==> config.mk <==
export PLATFORM = sky130hd
export DESIGN_NAME = nlpw_q
export DESIGN_NICKNAME = d
export VERILOG_FILES = /design/src/sv/nlpw_pkg.sv /design/src/sv/nlpw_q.sv
export SDC_FILE = /design/constraint.sdc
export NUM_CORES = 1
export LEC_CHECK = 0
export ABC_AREA = 1
export BUFFER_PORTS_ARGS = -buffer_cell sky130_fd_sc_hd__buf_2
export CAP_MARGIN = 20
export CORE_MARGIN = 10
export CORE_UTILIZATION = 35
export CTS_CLUSTER_DIAMETER = 150
export CTS_CLUSTER_SIZE = 20
export DETAILED_ROUTE_END_ITERATION = 10
export SLEW_MARGIN = 15
export SYNTH_ARGS = -nofsm -noshare
export SYNTH_HDL_FRONTEND = slang
export SYNTH_SLANG_ARGS = --single-unit
==> constraint.sdc <==
create_clock -name clk -period 9.8 [get_ports clk]
set_input_delay 0.98 -clock clk [delete_from_list [all_inputs] [get_ports clk]]
set_output_delay 0.98 -clock clk [all_outputs]
set_load 0.03 [all_outputs]
==> src/sv/nlpw_pkg.sv <==
`timescale 1ns / 1ps
// ----------------------------------------------------------------------------
// nlpw_pkg
// Shared types and constants for the pixel pair weight terms unit.
// ----------------------------------------------------------------------------
package nlpw_pkg;

  // Widths cover the smallest supported fraction width (8 bits).
  localparam int NUM_W = 57;  // signed numerator
  localparam int DEN_W = 56;  // unsigned denominator
  localparam int MAG_W = 56;  // numerator magnitude

  localparam logic [2:0] REG_KC  = 3'd0;
  localparam logic [2:0] REG_KF  = 3'd1;
  localparam logic [2:0] REG_TR  = 3'd2;
  localparam logic [2:0] REG_TB  = 3'd3;
  localparam logic [2:0] REG_EPS = 3'd4;

  localparam logic TYPE_COLOR = 1'b0;
  localparam logic TYPE_FEAT  = 1'b1;

  typedef struct packed {
    logic [30:0] kc;
    logic [30:0] kf;
    logic [30:0] tau_r;
    logic [30:0] tau_b;
    logic [30:0] eps;
  } cfg_t;

  // One classified item handed from the front end to the back end.
  typedef struct packed {
    logic                    typ;
    logic                    last;
    logic signed [NUM_W-1:0] num;
    logic [DEN_W-1:0]        den0;
    logic [DEN_W-1:0]        den1;
  } entry_t;

  typedef enum logic [1:0] {FE_IDLE, FE_MUL, FE_PUSH} fe_state_t;
  typedef enum logic [1:0] {BK_IDLE, BK_DIV0, BK_DIV1, BK_EMIT} bk_state_t;

endpackage

==> src/sv/nlpw_q.sv <==
`timescale 1ns / 1ps
// ----------------------------------------------------------------------------
// nlpw_q
// Two-entry queue between the front end and the back end.
// ----------------------------------------------------------------------------
module nlpw_q
  import nlpw_pkg::*;
(
  input  logic   clk,
  input  logic   rst_n,
  input  logic   push,
  input  entry_t push_data,
  input  logic   pop,
  output entry_t pop_data,
  output logic   full,
  output logic   empty
);

  entry_t     mem_r [2];
  logic       wp_r, rp_r;
  logic [1:0] cnt_r;

  assign full     = (cnt_r == 2'd2);
  assign empty    = (cnt_r == 2'd0);
  assign pop_data = mem_r[rp_r];

  always_ff @(posedge clk) begin
    if (!rst_n) begin
      wp_r  <= 1'b0;
      rp_r  <= 1'b0;
      cnt_r <= 2'd0;
    end else begin
      if (push) wp_r <= ~wp_r;
      if (pop)  rp_r <= ~rp_r;
      cnt_r <= cnt_r + 2'(push) - 2'(pop);
    end
  end

  always_ff @(posedge clk) begin
    if (push) mem_r[wp_r] <= push_data;
  end

endmodule

Word level (Yosys, flattened, before mapping)
Memory sizes are Yosys's and may differ from the RTL's. A register that Yosys moved wholly into a read port is not among the register bits.
Index checks and enable logic that the tools add are counted.

word-level totals
  register bits after elaboration = 4
  memory bits (writable) = 342
  output and inout port bits = 173
  memories kept = 1

memory list
  memory  depth  width  read ports  clocked after Yosys merged registers in  wr ports  line          source
  mem_r   2      171    1           1                                        1         nlpw_q.sv:19  entry_t mem_r [2];

cells by class
  add/subtract/negate cells = 2
  equal/unequal tests = 1
  multiplexer cells = 4
  bitwise operators = 2
  reduce and logical (&&, ||, !) cells = 1

operator list
  kind                  count
  $mux W1               4
  $add A2 B1 Y2         1
  $eq A2 B2 Y1 const B  1
  $logic_not A2 Y1      1
  $not A1 Y1            2
  $sub A2 B1 Y2         1

Longest topological paths before layout
  depth in word-level cells = 3
  mapped depth = 9
  depth with buffers taken out = 9

Worst setup path before layout
Ideal clock, no wire load.

  path type = input-to-reg
  start = input push
  end = memory mem_r[0][0] (netlist bit) (enable)
  setup time = 0.709 ns
  arrival time = 8.168 ns
  required time = 9.091 ns
  path slack = 0.923 ns
  cell stages on the path = 2
  cells stage by stage = inv_1 -> nor2_1

between the ends
  cells in the longest elaborated chain, start to end = 2

ends and longest elaborated chain
  item                           line          source
  from (decl)                    nlpw_q.sv:11  input logic push,
  $mux W1                        nlpw_q.sv:40  if (push) mem_r[wp_r] <= push_data;
  $mux W1 (implied by the code)  nlpw_q.sv:40
  to (decl)                      nlpw_q.sv:19

Every way passes these cells.

==> flow_metrics.py <==
metrics = {
    "critical_path": {
        "critPathMaxFanout": 68,
        "timing.critical_path.from_type": "register",
        "worst_ep_required_time_ns": 8.82,
        "reg2regPathDepth": 3,
        "cp_data_arrival_time_ns": 3.14,
        "critical_path.endpoint_type": "primary output",
        "crit_path_category": "register to primary output",
    },
    "global_route": {
        "grt_start_max_net_pins": 172,
        "grt_usage": 0.120,
        "grt_pass1_wl_um": 41500,
        "grt_overflow": 0,
        "antenna_found_initial": 5,
        "first_global_vias": 6776,
    },
    "worst_hold_path": {
        "whs_path_depth": 2,
        "timing.hold.worst.class": "register to register",
    },
    "floorplanning": {
        "core_area_um2": 36500,
        "area_enclosed_by_the_die_boundary_um2": 45000,
        "boundaryPins": 348,
        "initial_core_util": 0.354,
        "std_cell_rows": 70,
        "die-width_um": 212,
        "dieHeight_um": 212,
    },
    "run_status": {
        "outcome": "finished clean",
    },
    "yosys": {
        "synthXorXnorAreaFrac": 0,
        "synth_top_area_share": 0.795,
        "synth_top_cell_by_area": "sky130_fd_sc_hd__edfxtp_1",
        "synthAdderAreaFrac": 0.00194,
        "synth_warnings": 0,
        "main_combinational_cell_family_by_area_after_synthesis": "multiplexers",
        "synth_mux_area_frac": 0.175,
        "synth_seq_area_share": 0.802,
        "avgSynthCellArea_um2": 22.9,
        "synth_cell_types": 12,
        "synth_cells": 565,
        "synth_top_cells_by_area": "sky130_fd_sc_hd__edfxtp_1 (79%), sky130_fd_sc_hd__mux2_4 (10%), sky130_fd_sc_hd__mux2_2 (7.1%)",
        "synth-compound-area-share": 0.000387,
        "synthesis.area_um2": 12900,
        "synth-simple-area-share": 0.00533,
        "synth_nets": 742,
        "synth.ff_latch_count": 347,
    },
    "timing": {
        "tns_ns": 0,
        "finalWorstPathRequiredPeriod_ns": 4.12,
        "fmaxAchievable_ghz": 0.243,
        "setup_viol": 0,
        "tightestPinTransition_ns": 1.08,
        "finalCritPeriodShare": 0.421,
        "relSlewSlack": 0.278,
        "finalHoldViolCount": 0,
        "slew_viols_final": 0,
        "worst_clock_skew_ns": 0.0167,
        "grt_setup_unrepaired": "false",
    },
    "power_and_ir_drop": {
        "peakVddDrop_mv": 0.135,
        "power_density_nw_per_um2": 193,
        "power_leakage_nw": 6.00,
    },
    "detailed_routing": {
        "drt.antenna.violating_nets": 0,
        "route.detailed.vias_per_inst": 4.56,
        "routed-via-count": 6405,
        "drt_iter0_markers": 311,
        "route.detailed.drc": 0,
        "drt-wirelength-per-cell_um": 20.4,
        "wirelength_um": 28600,
        "firstDrtPassIters": 4,
    },
    "clock_tree": {
        "post_cts_sizing": 0,
        "cts_hold_repair.buffers": 0,
        "cts_tree": "yes",
        "worst_skew_pair.late_latency_ns": 0.52,
        "cts_max_path_buffers": 3,
        "cts.clk_slew.worst_paths_ns": 0.08,
        "clock_sinks": 347,
        "post-cts-setup-buffer-count": 0,
        "clock_root_buffer_master": "sky130_fd_sc_hd__clkbuf_16",
        "cts_inserted_buffers": 21,
        "ctsHtreeMaxLevel": 1,
    },
    "finish": {
        "drive_gt1_frac": 0.586,
        "commonest_non_fill_non_tap_cell_in_the_layout": "sky130_fd_sc_hd__buf_2",
        "final_cell_mix": "sky130_fd_sc_hd__buf_2 (347), sky130_fd_sc_hd__edfxtp_1 (342), sky130_fd_sc_hd__mux2_4 (90), sky130_fd_sc_hd__mux2_2 (81), sky130_fd_sc_hd__clkbuf_16 (21)",
        "fin_util": 0.431,
        "layout.filler_cells": 3261,
        "layout.nets": 1097,
        "syn2layout_area_growth_pct": 21.9,
    },
    "flow_run": {
        "cap_viol_max_count": 0,
    },
    "place": {
        "detailed_place_hpwl_um": 19400,
        "io_buffers": 347,
        "gp_congestion": 0.721,
    },
}
==> final cells by class <==
class,instances,area (um^2),share of cell area
Antenna cell,4,10.0,0.000636
Sequential cell,347,10400,0.659
Clock inverter,1,16.3,0.00103
Tap cell,468,586,0.0372
Clock buffer,36,582,0.0369
Inverter,7,31.3,0.00199
Multi-Input combinational cell,192,2370,0.150
Timing Repair Buffer,351,1780,0.113
==> state kept, by name, indices dropped and copies added (netlist names), named ones only <==
name and count:
cnt_r 2, wp_r 1, mem_r 342, rp_r 1
==> worst paths after layout <==
check	startpoint	to	slack (ns)
worst max-delay path	register	pop_data[38]	5.68
worst min register to register	rp_r	register	0.51
worst max register to register	wp_r	mem_r[1][167]	7.21
worst min-delay path	rp_r	register	0.51
==> cell usage after synthesis, drive strengths merged <==
library cell	instances
a21oi	1
buf	19
dfxtp	5
edfxtp	342
ha	2
inv	7
mux2	171
nand2	8
nand3	1
nor2	9
==> through the flow <==
step           setup slack, ns  std cells  hold WS [ns]  area [um^2]  total power (W)
2_1_floorplan            0.923        565         0.463        12900          0.00208
3_3_place_gp              6.18       1365         0.476        15100          0.00220
5_1_grt                   5.48       1405         0.520        15700          0.00316
4_1_cts                   5.59       1402         0.506        15700          0.00308
6_report                  5.68       1406         0.510        15700          0.00303
3_5_place_dp              6.18       1365         0.495        15100          0.00221
==> power breakdown <==
group / switching [W] / internal [W] / total [W] / leakage [nW]
Combinational: 0.000263 / 0.000156 / 0.000418 / 2.47
Sequential: 0.0000274 / 0.00172 / 0.00175 / 3.25
Clock: 0.000460 / 0.000409 / 0.000869 / 0.283
==> metal layers <==
metal  GRT usage  wire, um  vias to the layer above
met4      0.0392       677                        4
met2       0.204     14300                      194
met5           0        27                        -
met3      0.0350      2040                       45
met1       0.144     11600                     3223
li1            -         -                     2939
==> critical path, stage by stage, from the launching register on <==
cell                      delay [ns]
sky130_fd_sc_hd__dfxtp_4        1.05
sky130_fd_sc_hd__buf_4          0.86
sky130_fd_sc_hd__mux2_2         0.41
sky130_fd_sc_hd__buf_2          0.18
==> kinds of logic after synthesis <==
family | Yosys count
AOI/OAI and AO/OA | 1
adders and majority gates | 2
buffers and inverters | 26
DFF | 347
muxes | 171
and+or+nand+nor | 18
Note: power is estimated with default switching activity, not from simulation.
