File: src/sv/nlpw_pkg.sv
`timescale 1ns / 1ps
// ----------------------------------------------------------------------------
// nlpw_pkg
// Shared types and constants for the pixel pair weight terms unit.
// ----------------------------------------------------------------------------
package nlpw_pkg;

  // Widths cover the smallest supported fraction width (8 bits).
  localparam int NUM_W = 57;  // signed numerator
  localparam int DEN_W = 56;  // unsigned denominator
  localparam int MAG_W = 56;  // numerator magnitude

  localparam logic [2:0] REG_KC  = 3'd0;
  localparam logic [2:0] REG_KF  = 3'd1;
  localparam logic [2:0] REG_TR  = 3'd2;
  localparam logic [2:0] REG_TB  = 3'd3;
  localparam logic [2:0] REG_EPS = 3'd4;

  localparam logic TYPE_COLOR = 1'b0;
  localparam logic TYPE_FEAT  = 1'b1;

  typedef struct packed {
    logic [30:0] kc;
    logic [30:0] kf;
    logic [30:0] tau_r;
    logic [30:0] tau_b;
    logic [30:0] eps;
  } cfg_t;

  // One classified item handed from the front end to the back end.
  typedef struct packed {
    logic                    typ;
    logic                    last;
    logic signed [NUM_W-1:0] num;
    logic [DEN_W-1:0]        den0;
    logic [DEN_W-1:0]        den1;
  } entry_t;

  typedef enum logic [1:0] {FE_IDLE, FE_MUL, FE_PUSH} fe_state_t;
  typedef enum logic [1:0] {BK_IDLE, BK_DIV0, BK_DIV1, BK_EMIT} bk_state_t;

endpackage

File: src/sv/nlpw_div.sv
`timescale 1ns / 1ps
// ----------------------------------------------------------------------------
// nlpw_div
// Bit-serial saturating divider: num * 2^FRAC_BITS / den, toward zero.
// ----------------------------------------------------------------------------
module nlpw_div
  import nlpw_pkg::*;
#(
  parameter int FRAC_BITS = 20
) (
  input  logic                    clk,
  input  logic                    rst_n,
  input  logic                    start,
  input  logic signed [NUM_W-1:0] num,
  input  logic [DEN_W-1:0]        den,
  output logic                    busy,
  output logic                    done,
  output logic [31:0]             result
);

  logic             busy_r, done_r, neg_r, ovf_r, zero_r;
  logic [5:0]       cnt_r;
  logic [DEN_W:0]   rem_r;
  logic [31:0]      low_r, quo_r, res_r;
  logic [DEN_W-1:0] den_r;

  logic [MAG_W-1:0] mag;
  logic [63:0]      dvd;
  logic [DEN_W:0]   rem_sh;
  logic             ge;
  logic [31:0]      fin;
  logic             finish;

  always_comb begin
    mag    = num[NUM_W-1] ? MAG_W'(-num) : MAG_W'(num);
    dvd    = 64'(mag) << FRAC_BITS;
    rem_sh = {rem_r[DEN_W-1:0], low_r[31]};
    ge     = (rem_sh >= {1'b0, den_r});
    finish = (cnt_r == 6'd0) || ovf_r || zero_r;
    if (zero_r) begin
      fin = 32'd0;
    end else if (neg_r) begin
      fin = (ovf_r || quo_r > 32'h8000_0000) ? 32'h8000_0000 : -quo_r;
    end else begin
      fin = (ovf_r || quo_r[31]) ? 32'h7FFF_FFFF : quo_r;
    end
  end

  assign busy   = busy_r;
  assign done   = done_r;
  assign result = res_r;

  always_ff @(posedge clk) begin
    if (!rst_n) begin
      busy_r <= 1'b0;
      done_r <= 1'b0;
    end else begin
      busy_r <= start || (busy_r && !finish);
      done_r <= !start && busy_r && finish;
    end
  end

  always_ff @(posedge clk) begin
    if (start) begin
      neg_r  <= num[NUM_W-1];
      zero_r <= (mag == '0);
      ovf_r  <= ({25'd0, dvd[63:32]} >= {1'b0, den});
      rem_r  <= {25'd0, dvd[63:32]};
      low_r  <= dvd[31:0];
      den_r  <= den;
      quo_r  <= 32'd0;
      cnt_r  <= 6'd32;
    end else if (busy_r) begin
      if (finish) begin
        res_r <= fin;
      end else begin
        rem_r <= ge ? rem_sh - {1'b0, den_r} : rem_sh;
        low_r <= {low_r[30:0], 1'b0};
        quo_r <= {quo_r[30:0], ge};
        cnt_r <= cnt_r - 6'd1;
      end
    end
  end

endmodule

File: src/sv/nlpw_be.sv
`timescale 1ns / 1ps
// ----------------------------------------------------------------------------
// nlpw_be
// Back end: divides each queued item, accumulates, and emits on last.
// ----------------------------------------------------------------------------
module nlpw_be
  import nlpw_pkg::*;
#(
  parameter int FRAC_BITS = 20
) (
  input  logic        clk,
  input  logic        rst_n,
  input  logic        q_empty,
  input  entry_t      q_data,
  output logic        q_pop,
  output logic        out_valid,
  input  logic        out_stall,
  output logic [31:0] out_color_term,
  output logic [31:0] out_feature_r,
  output logic [31:0] out_feature_b
);

  bk_state_t state_r, state_nxt;
  entry_t    ent_r;
  logic signed [31:0] csum_r, fmin_r_r, fmin_b_r;
  logic        oval_r;
  logic [31:0] oc_r, ofr_r, ofb_r;

  logic                    div_start, div_busy, div_done;
  logic signed [NUM_W-1:0] div_num;
  logic [DEN_W-1:0]        div_den;
  logic [31:0]             div_res;
  logic signed [32:0]      csum_add;
  logic signed [31:0]      csum_sat;
  logic                    out_free;

  nlpw_div #(.FRAC_BITS(FRAC_BITS)) u_div (
    .clk    (clk),
    .rst_n  (rst_n),
    .start  (div_start),
    .num    (div_num),
    .den    (div_den),
    .busy   (div_busy),
    .done   (div_done),
    .result (div_res)
  );

  always_comb begin
    csum_add = 33'(csum_r) + 33'(signed'(div_res));
    if (csum_add > 33'sd2147483647)       csum_sat = 32'sh7FFF_FFFF;
    else if (csum_add < -33'sd2147483648) csum_sat = 32'sh8000_0000;
    else                                  csum_sat = csum_add[31:0];
    out_free = !oval_r || !out_stall;
  end

  always_comb begin
    state_nxt = state_r;
    case (state_r)
      BK_IDLE: if (!q_empty) state_nxt = BK_DIV0;
      BK_DIV0: begin
        if (div_done) begin
          if (ent_r.typ == TYPE_FEAT) state_nxt = BK_DIV1;
          else if (ent_r.last)        state_nxt = BK_EMIT;
          else                        state_nxt = BK_IDLE;
        end
      end
      BK_DIV1: if (div_done) state_nxt = ent_r.last ? BK_EMIT : BK_IDLE;
      BK_EMIT: if (out_free) state_nxt = BK_IDLE;
      default: state_nxt = BK_IDLE;
    endcase
  end

  always_comb begin
    q_pop     = (state_r == BK_IDLE) && !q_empty;
    div_start = q_pop ||
                (state_r == BK_DIV0 && div_done && ent_r.typ == TYPE_FEAT);
    div_num   = q_pop ? q_data.num : ent_r.num;
    div_den   = q_pop ? q_data.den0 : ent_r.den1;
  end

  assign out_valid      = oval_r;
  assign out_color_term = oc_r;
  assign out_feature_r  = ofr_r;
  assign out_feature_b  = ofb_r;

  always_ff @(posedge clk) begin
    if (!rst_n) begin
      state_r  <= BK_IDLE;
      oval_r   <= 1'b0;
      csum_r   <= '0;
      fmin_r_r <= '0;
      fmin_b_r <= '0;
    end else begin
      state_r <= state_nxt;
      oval_r  <= (state_r == BK_EMIT && out_free) || (oval_r && out_stall);
      if (state_r == BK_DIV0 && div_done) begin
        if (ent_r.typ == TYPE_COLOR) csum_r <= csum_sat;
        else if (signed'(div_res) < fmin_r_r) fmin_r_r <= div_res;
      end
      if (state_r == BK_DIV1 && div_done && signed'(div_res) < fmin_b_r) begin
        fmin_b_r <= div_res;
      end
      if (state_r == BK_EMIT && out_free) begin
        csum_r   <= '0;
        fmin_r_r <= '0;
        fmin_b_r <= '0;
      end
    end
  end

  always_ff @(posedge clk) begin
    if (q_pop) ent_r <= q_data;
    if (state_r == BK_EMIT && out_free) begin
      oc_r  <= csum_r;
      ofr_r <= fmin_r_r;
      ofb_r <= fmin_b_r;
    end
  end

  a_min_r_nonpos: assert property (@(posedge clk) disable iff (!rst_n)
    fmin_r_r[31] || fmin_r_r == 32'd0) else $error("feature_r minimum above zero");
  a_min_b_nonpos: assert property (@(posedge clk) disable iff (!rst_n)
    fmin_b_r[31] || fmin_b_r == 32'd0) else $error("feature_b minimum above zero");
  a_start_idle: assert property (@(posedge clk) disable iff (!rst_n)
    div_start |-> !div_busy) else $error("divider restarted while busy");
  a_div1_feat: assert property (@(posedge clk) disable iff (!rst_n)
    state_r == BK_DIV1 |-> ent_r.typ == TYPE_FEAT) else $error("second divide on color item");

endmodule

File: config.mk
export PLATFORM = sky130hd
export DESIGN_NAME = nlpw_be
export DESIGN_NICKNAME = d
export VERILOG_FILES = /design/src/sv/nlpw_pkg.sv /design/src/sv/nlpw_div.sv /design/src/sv/nlpw_be.sv
export SDC_FILE = /design/constraint.sdc
export NUM_CORES = 1
export LEC_CHECK = 0
export ABC_AREA = 1
export BUFFER_PORTS_ARGS = -buffer_cell sky130_fd_sc_hd__buf_2
export CELL_PAD_IN_SITES_DETAIL_PLACEMENT = 1
export CELL_PAD_IN_SITES_GLOBAL_PLACEMENT = 1
export CORE_MARGIN = 4
export CORE_UTILIZATION = 40
export CTS_CLUSTER_SIZE = 10
export DETAILED_ROUTE_END_ITERATION = 6
export HOLD_SLACK_MARGIN = 0.1
export PLACE_DENSITY = 0.86
export SLEW_MARGIN = 10
export SYNTH_ARGS = -nofsm -noshare
export SYNTH_HDL_FRONTEND = slang
export SYNTH_HIERARCHICAL = 1
export SYNTH_SLANG_ARGS = --single-unit
export TNS_END_PERCENT = 10
File: constraint.sdc
create_clock -name clk -period 6.2 [get_ports clk]
set_clock_uncertainty 0.05 [all_clocks]
set_input_delay 0.31 -clock clk [delete_from_list [all_inputs] [get_ports clk]]
set_output_delay 0.31 -clock clk [all_outputs]
set_load 0.005 [all_outputs]
# Word level (Yosys, flattened, before mapping)
# Index checks and enable logic that the tools add are counted.
classes:
  muxes: 22
  bitwise: 4
  n_lt_le_gt_ge: 7
  addsub: 5
  n_eq_ne: 8
  n_reduce_logical: 34
ops:
  columns: ["cell", "count"]
  rows:
  - ["$mux W32", 11]
  - ["$mux W56", 3]
  - ["$lt A32 B32 Y1", 2]
  - ["$ge A57 B56 Y1", 1]
  - ["$mux W57", 1]
  - ["$ge A32 B56 Y1", 1]
  - ["$logic_not A56 Y1", 1]
  - ["$neg A56 Y56", 1]
  - ["$sub A56 B56 Y56", 1]
  - ["$add A32 B32 Y33", 1]
  - ["$gt A33 B32 Y1 const B", 1]
  - ["$lt A33 B32 Y1 const B", 1]
  - ["$gt A32 B32 Y1 const B", 1]
  - ["$neg A32 Y32", 1]
  - ["$mux W2", 6]
  - ["$logic_and A1 B1 Y1", 10]
  - ["$logic_or A1 B1 Y1", 8]
  - ["$pmux W2 S4", 1]
  - ["$logic_not A6 Y1", 1]
  - ["$ne A2 B1 Y1 const B", 3]
  - ["$reduce_and A2 Y1", 3]
  - ["$reduce_and A3 Y1", 2]
  - ["$sub A6 B1 Y6 const B", 1]
  - ["$logic_not A1 Y1", 5]
  - ["other kinds (8)", 13]
word_totals:
  regBits: 509
  input_bits: 175
  wordCells: 104
  out_inout_bits: 98

# Depth between registers and ports, before layout
depth:
  ltp_word: 7
  mapped_depth: 28
  mapped_depth_nobuf: 26

# Modules after synthesis
# Netlist, hierarchy kept.
by_module_without_submodules:
  columns: ["module", "seq_area_each_um2", "area_per_inst_um2", "n_inst", "cells_per_inst"]
  rows:
  - ["nlpw_div", 5335.1, 16141.7, 1, 2478]
  - ["nlpw_be", 8318.0, 15672.5, 1, 1818]

# Least setup slack after synthesis
# OpenSTA, ideal clock, no wires.
synth_path:
  path_kind: "register to register"
  start: "reg state_r[1]"
  end: "reg fmin_b_r[22]"
  synth_period_minus_slack_ns: 6.725
  slack_ns: -0.525
  setup_time_ns: 0.113
  n_path_buf: 3
  t_required_ns: 6.037
  stages_incl_launch_ff: 9
  arrival_time_ns: 6.562
  path_cell_list: "dfxtp_1 > clkbuf_1 > nand2_1 > a21oi_1 > nor2_1 > buf_2 > clkbuf_1 > nand2_1 > nor2_1"
synth_between:
  elab_chain_len: 3
  word_cells_on_any_way: 6
  cone_classes: "eq/ne: 2; reduce/logical: 4"
synth_rtl:
  columns: ["element", "line", "text"]
  rows:
  - ["start: declaration", "nlpw_be.sv:23", "bk_state_t state_r, state_nxt;"]
  - ["start signal: assignment", "nlpw_be.sv:94", "state_r <= state_nxt;"]
  - ["$eq A2 B2 Y1, on equally long branches", "nlpw_be.sv:103, nlpw_be.sv:100", null]
  - ["$logic_and A1 B1 Y1, on equally long branches", "nlpw_be.sv:103, nlpw_be.sv:100", null]
  - ["$reduce_or A2 Y1 (no source line) / $logic_and A1 B1 Y1 (equally long branches)", null, null]
  - ["end signal: assignment", "nlpw_be.sv:101", "fmin_b_r <= div_res;"]
  - ["end: declaration", "nlpw_be.sv:25", "logic signed [31:0] csum_r, fmin_r_r, fmin_b_r;"]
# Several ways; a longest one is shown, not always the timed one.
# A chain may end at the register's enable or synchronous reset.

# Final worst setup path
layout_path:
  start: "reg state_r[1]"
  end: "reg u_div.ovf_r (data pin)"
layout_between:
  elab_chain_len: 6
  word_cells_on_any_way: 7
  cone_classes: "add/sub: 1; order compare: 1; mux: 3; reduce/logical: 2"
layout_rtl:
  columns: ["element", "line", "text"]
  rows:
  - ["$logic_not A2 Y1", "nlpw_be.sv:74", "q_pop = (state_r == BK_IDLE) && !q_empty;"]
  - ["$logic_and A1 B1 Y1", "nlpw_be.sv:74", null]
  - ["$mux W57", "nlpw_be.sv:77", "div_num = q_pop ? q_data.num : ent_r.num;"]
  - ["net div_num[0]", "nlpw_be.sv:30", "logic signed [NUM_W-1:0] div_num;"]
  - ["$neg A56 Y56", "nlpw_div.sv:35", "mag = num[NUM_W-1] ? MAG_W'(-num) : MAG_W'(num);"]
  - ["$mux W56", "nlpw_div.sv:35", null]
  - ["$ge A32 B56 Y1", "nlpw_div.sv:67", "ovf_r <= ({25'd0, dvd[63:32]} >= {1'b0, den});"]
  - ["end signal: assignment", "nlpw_div.sv:67", null]
  - ["end: declaration", "nlpw_div.sv:21", "logic busy_r, done_r, neg_r, ovf_r, zero_r;"]
# The timed path passes the listed nets, and every way through them passes these cells.

==> results.json <==
{
  "io_pins": 273,
  "worstPathRequired_ps": 6540,
  "syn_nets": 4660,
  "fill_cells": 9990,
  "r2r_start": "state_r[1]",
  "drtIter0Drc": 1608,
  "grt_setup_unrepaired": "false",
  "arrival_ps": 5170,
  "nets": 5075,
  "vias": 30207,
  "wirelength_um": 110500,
  "crit_path_start_kind": "register",
  "timing.slew.headroom": 0.1694,
  "seqPwrFrac": 0.373,
  "endpoint_kind": "register",
  "power_frac_comb": 0.331,
  "p_int_mw": 7.138,
  "cap_violations": 0,
  "power.density_nw_per_um2": 299.7,
  "max_freq_mhz": 207.2,
  "largest_reg_flops": 115,
  "yosysWarningCount": 6,
  "fp-row-count": 103,
  "grt.overflow.total": 0,
  "r2r_slack_ps": 1370,
  "hold_end": "ent_r[169]",
  "dp_slack_ps": 1553,
  "grt_usage": 0.2553,
  "worst-path-max-fanout": 44,
  "p_leak_nw": 17.47,
  "avgSynthCellArea_um2": 7.406,
  "fin_crit_sh": 0.7783,
  "switching_share": 0.3694,
  "initial_core_util": 0.4034,
  "die_w_um": 290.0,
  "yosysSeqAreaShare": 0.4292,
  "power.share.clock": 0.296,
  "cts_tree": "built",
  "synth_adder_area_share": 0.07480,
  "io_buffer_count": 272,
  "mostFrequentLayoutCell": "nand2_1",
  "layout-drive-gt1-share": 0.09464,
  "post_dp_cell_area_um2": 34190,
  "grt_pass1_wl_um": 173600,
  "hold_start": "q_empty",
  "hold_depth": 3,
  "root_buffer": "clkbuf_16",
  "worst_pin_slew_ps": 1241,
  "top_regs": "ent_r: 115 flops, u_div/den_r: 56 flops, u_div/rem_r: 56 flops",
  "numCtsBuffers": 60,
  "crit_type": "reg2reg",
  "wire_per_inst_um": 19.01,
  "syn_area_um2": 31810,
  "post_drt_via_cell_ratio": 5.195,
  "final_cell_mix": "nand2_1, inv_1, nor2_1",
  "post_cts_buffers": 0,
  "synth_compound_area_frac": 0.09128,
  "clock_path_buffers": 3,
  "synthMuxAreaShare": 0,
  "ys_types": 47,
  "fin_tns_setup_ps": 0,
  "ir_drop_mv": 0.2445,
  "period_needed_ps": 4826,
  "slew_violations": 0,
  "setup-violations-final": 0,
  "synth_edf_count": 346,
  "top_register": "ent_r",
  "first_pass_iters": 5,
  "die_y_um": 290.0,
  "ant_nets": 0,
  "hold_path_class": "in2reg",
  "reg2reg_depth": 23,
  "clk_latency_ps": 650,
  "coreArea_um2": 78870,
  "worst_slack_ps": 1374,
  "synth_xor_area_frac": 0.02478,
  "syn_inst": 4296,
  "dp_hpwl_um": 81820,
  "place_congestion": 0.9519,
  "clock-sinks": 509,
  "synth_top_family_by_area": "simple AND/OR/NAND/NOR gates",
  "r2r-end": "u_div/ovf_r",
  "finalInstanceArea_um2": 37770,
  "route.detailed.drc": 0,
  "die-area_um2": 84110,
  "hold_violations": 0,
  "grt_max_degree": 166,
  "grt_pass1_vias": 31958,
  "status": "completed",
  "synth-simple-area-share": 0.2913,
  "final_core_util": 0.4789,
  "synth_top_flop_cell": "edfxtp_1",
  "htreeDepth": 2,
  "synthArstFlopShare": 0,
  "area.growth.synth_to_final_pct": 18.72,
  "antenna_found_initial": 11,
  "switchingPower_mw": 4.182,
  "synth_seq_cells": 509,
  "clk_pin_slew_ps": 60
}
-- logic make-up (layout without fill, tap and decap cells) --
kind of cell | count (synthesis) | after routing
other cells | 0 | 10
flops | 509 | 509
xor+xnor | 90 | 90
simple gates | 2267 | 2267
fa+ha+maj | 189 | 189
buf+inv | 719 | 1178
compound gates | 522 | 522
-- per-stage QoR --
step | total power [mW] | hold slack [ps] | instances
2_1_floorplan | 6.723 | 358.2 | 4296
4_1_cts | 11.35 | 273.3 | 5805
3_5_place_dp | 7.882 | 367.4 | 5526
5_1_grt | 12.01 | 294.8 | 5815
3_3_place_gp | 7.737 | 362.4 | 5526
6_report | 11.32 | 284.6 | 5815
-- routing by layer --
layer | share of wire | routed length, um | global-route usage
met5 | 0.00011 | 12 | 0
met4 | 0.041 | 4539 | 0.1017
met3 | 0.038 | 4196 | 0.02870
met2 | 0.52 | 57240 | 0.4801
met1 | 0.40 | 44560 | 0.2945
-- repair_timing --
item | in CTS | in global routing
endpoints found under the setup margin | 0 | 0
gates resized for setup | 0 | 0
hold buffers | 173 | 0
endpoints found under the hold margin | 176 | 0
-- synth_stat cells (all sizes together), types with 4 or more instances --
master  count  area share
a21o        7      0.0017
a21oi     224       0.039
and2        4     0.00079
buf        54       0.010
clkbuf     64      0.0076
dfxtp     163        0.10
edfxtp    346        0.33
ha        187       0.074
inv       598       0.071
nand2    1434        0.17
nand3     177       0.028
nand3b     17      0.0040
nand4     102       0.020
nor2      479       0.057
nor3       27      0.0050
nor4       18      0.0039
o211ai      7      0.0017
o21a        9      0.0021
o21ai     218       0.035
o21bai     17      0.0040
o22ai      32      0.0063
or2         5     0.00098
xnor2      42       0.012
xor2       48       0.013
-- worst max-delay path, cell delays in order, from the launching register on --
cell      delay (ps)
dfxtp_1          370
nor2_1           180
inv_1            100
nor2_4           140
clkinv_2         540
nand2_1          200
nand2_1          100
inv_1            120
ha_1             230
nand2_1          160
nor2_1           150
nand3_1          320
nand2_1          230
o21ai_0          130
xor2_1           310
ha_1             300
nand2_1           80
o21ai_0          100
a211oi_1         210
nand3_1          200
nand2_1          110
nand2_1           60
nand2_1           70
a21oi_1           60
-- worst max-delay path by stage --
stage,endpoint,slack (ps),startpoint
floorplan,u_div/result[0],930,state_r[1]
global placement,u_div/ovf_r,1730,state_r[1]
detailed placement,u_div/ovf_r,1550,state_r[1]
CTS,u_div/ovf_r,1540,state_r[1]
global route,u_div/ovf_r,960,state_r[1]
finish,u_div/ovf_r,1370,state_r[1]
-- power by group through the flow --
stage	combinational, mW	sequential [mW]	clock [mW]
after detailed placement	3.60	4.28	0
after global placement	3.47	4.27	0
after global routing	4.19	4.24	3.58
after CTS	3.71	4.22	3.42
final	3.75	4.22	3.35
after floorplan	2.49	4.24	0
-- final cells by class --
cell class | instances | area, um2 | area share
multi-input cells | 3068 | 15390 | 0.4076
flip-flops and latches | 509 | 13650 | 0.3615
repair buffers | 471 | 3301 | 0.08739
inverters | 601 | 2257 | 0.05976
clock buffers | 98 | 1747 | 0.04624
well taps | 1050 | 1314 | 0.03478
clock inverters | 8 | 80.08 | 0.002120
diodes | 10 | 25.02 | 0.0006625
(Power assumes the default switching activity.)
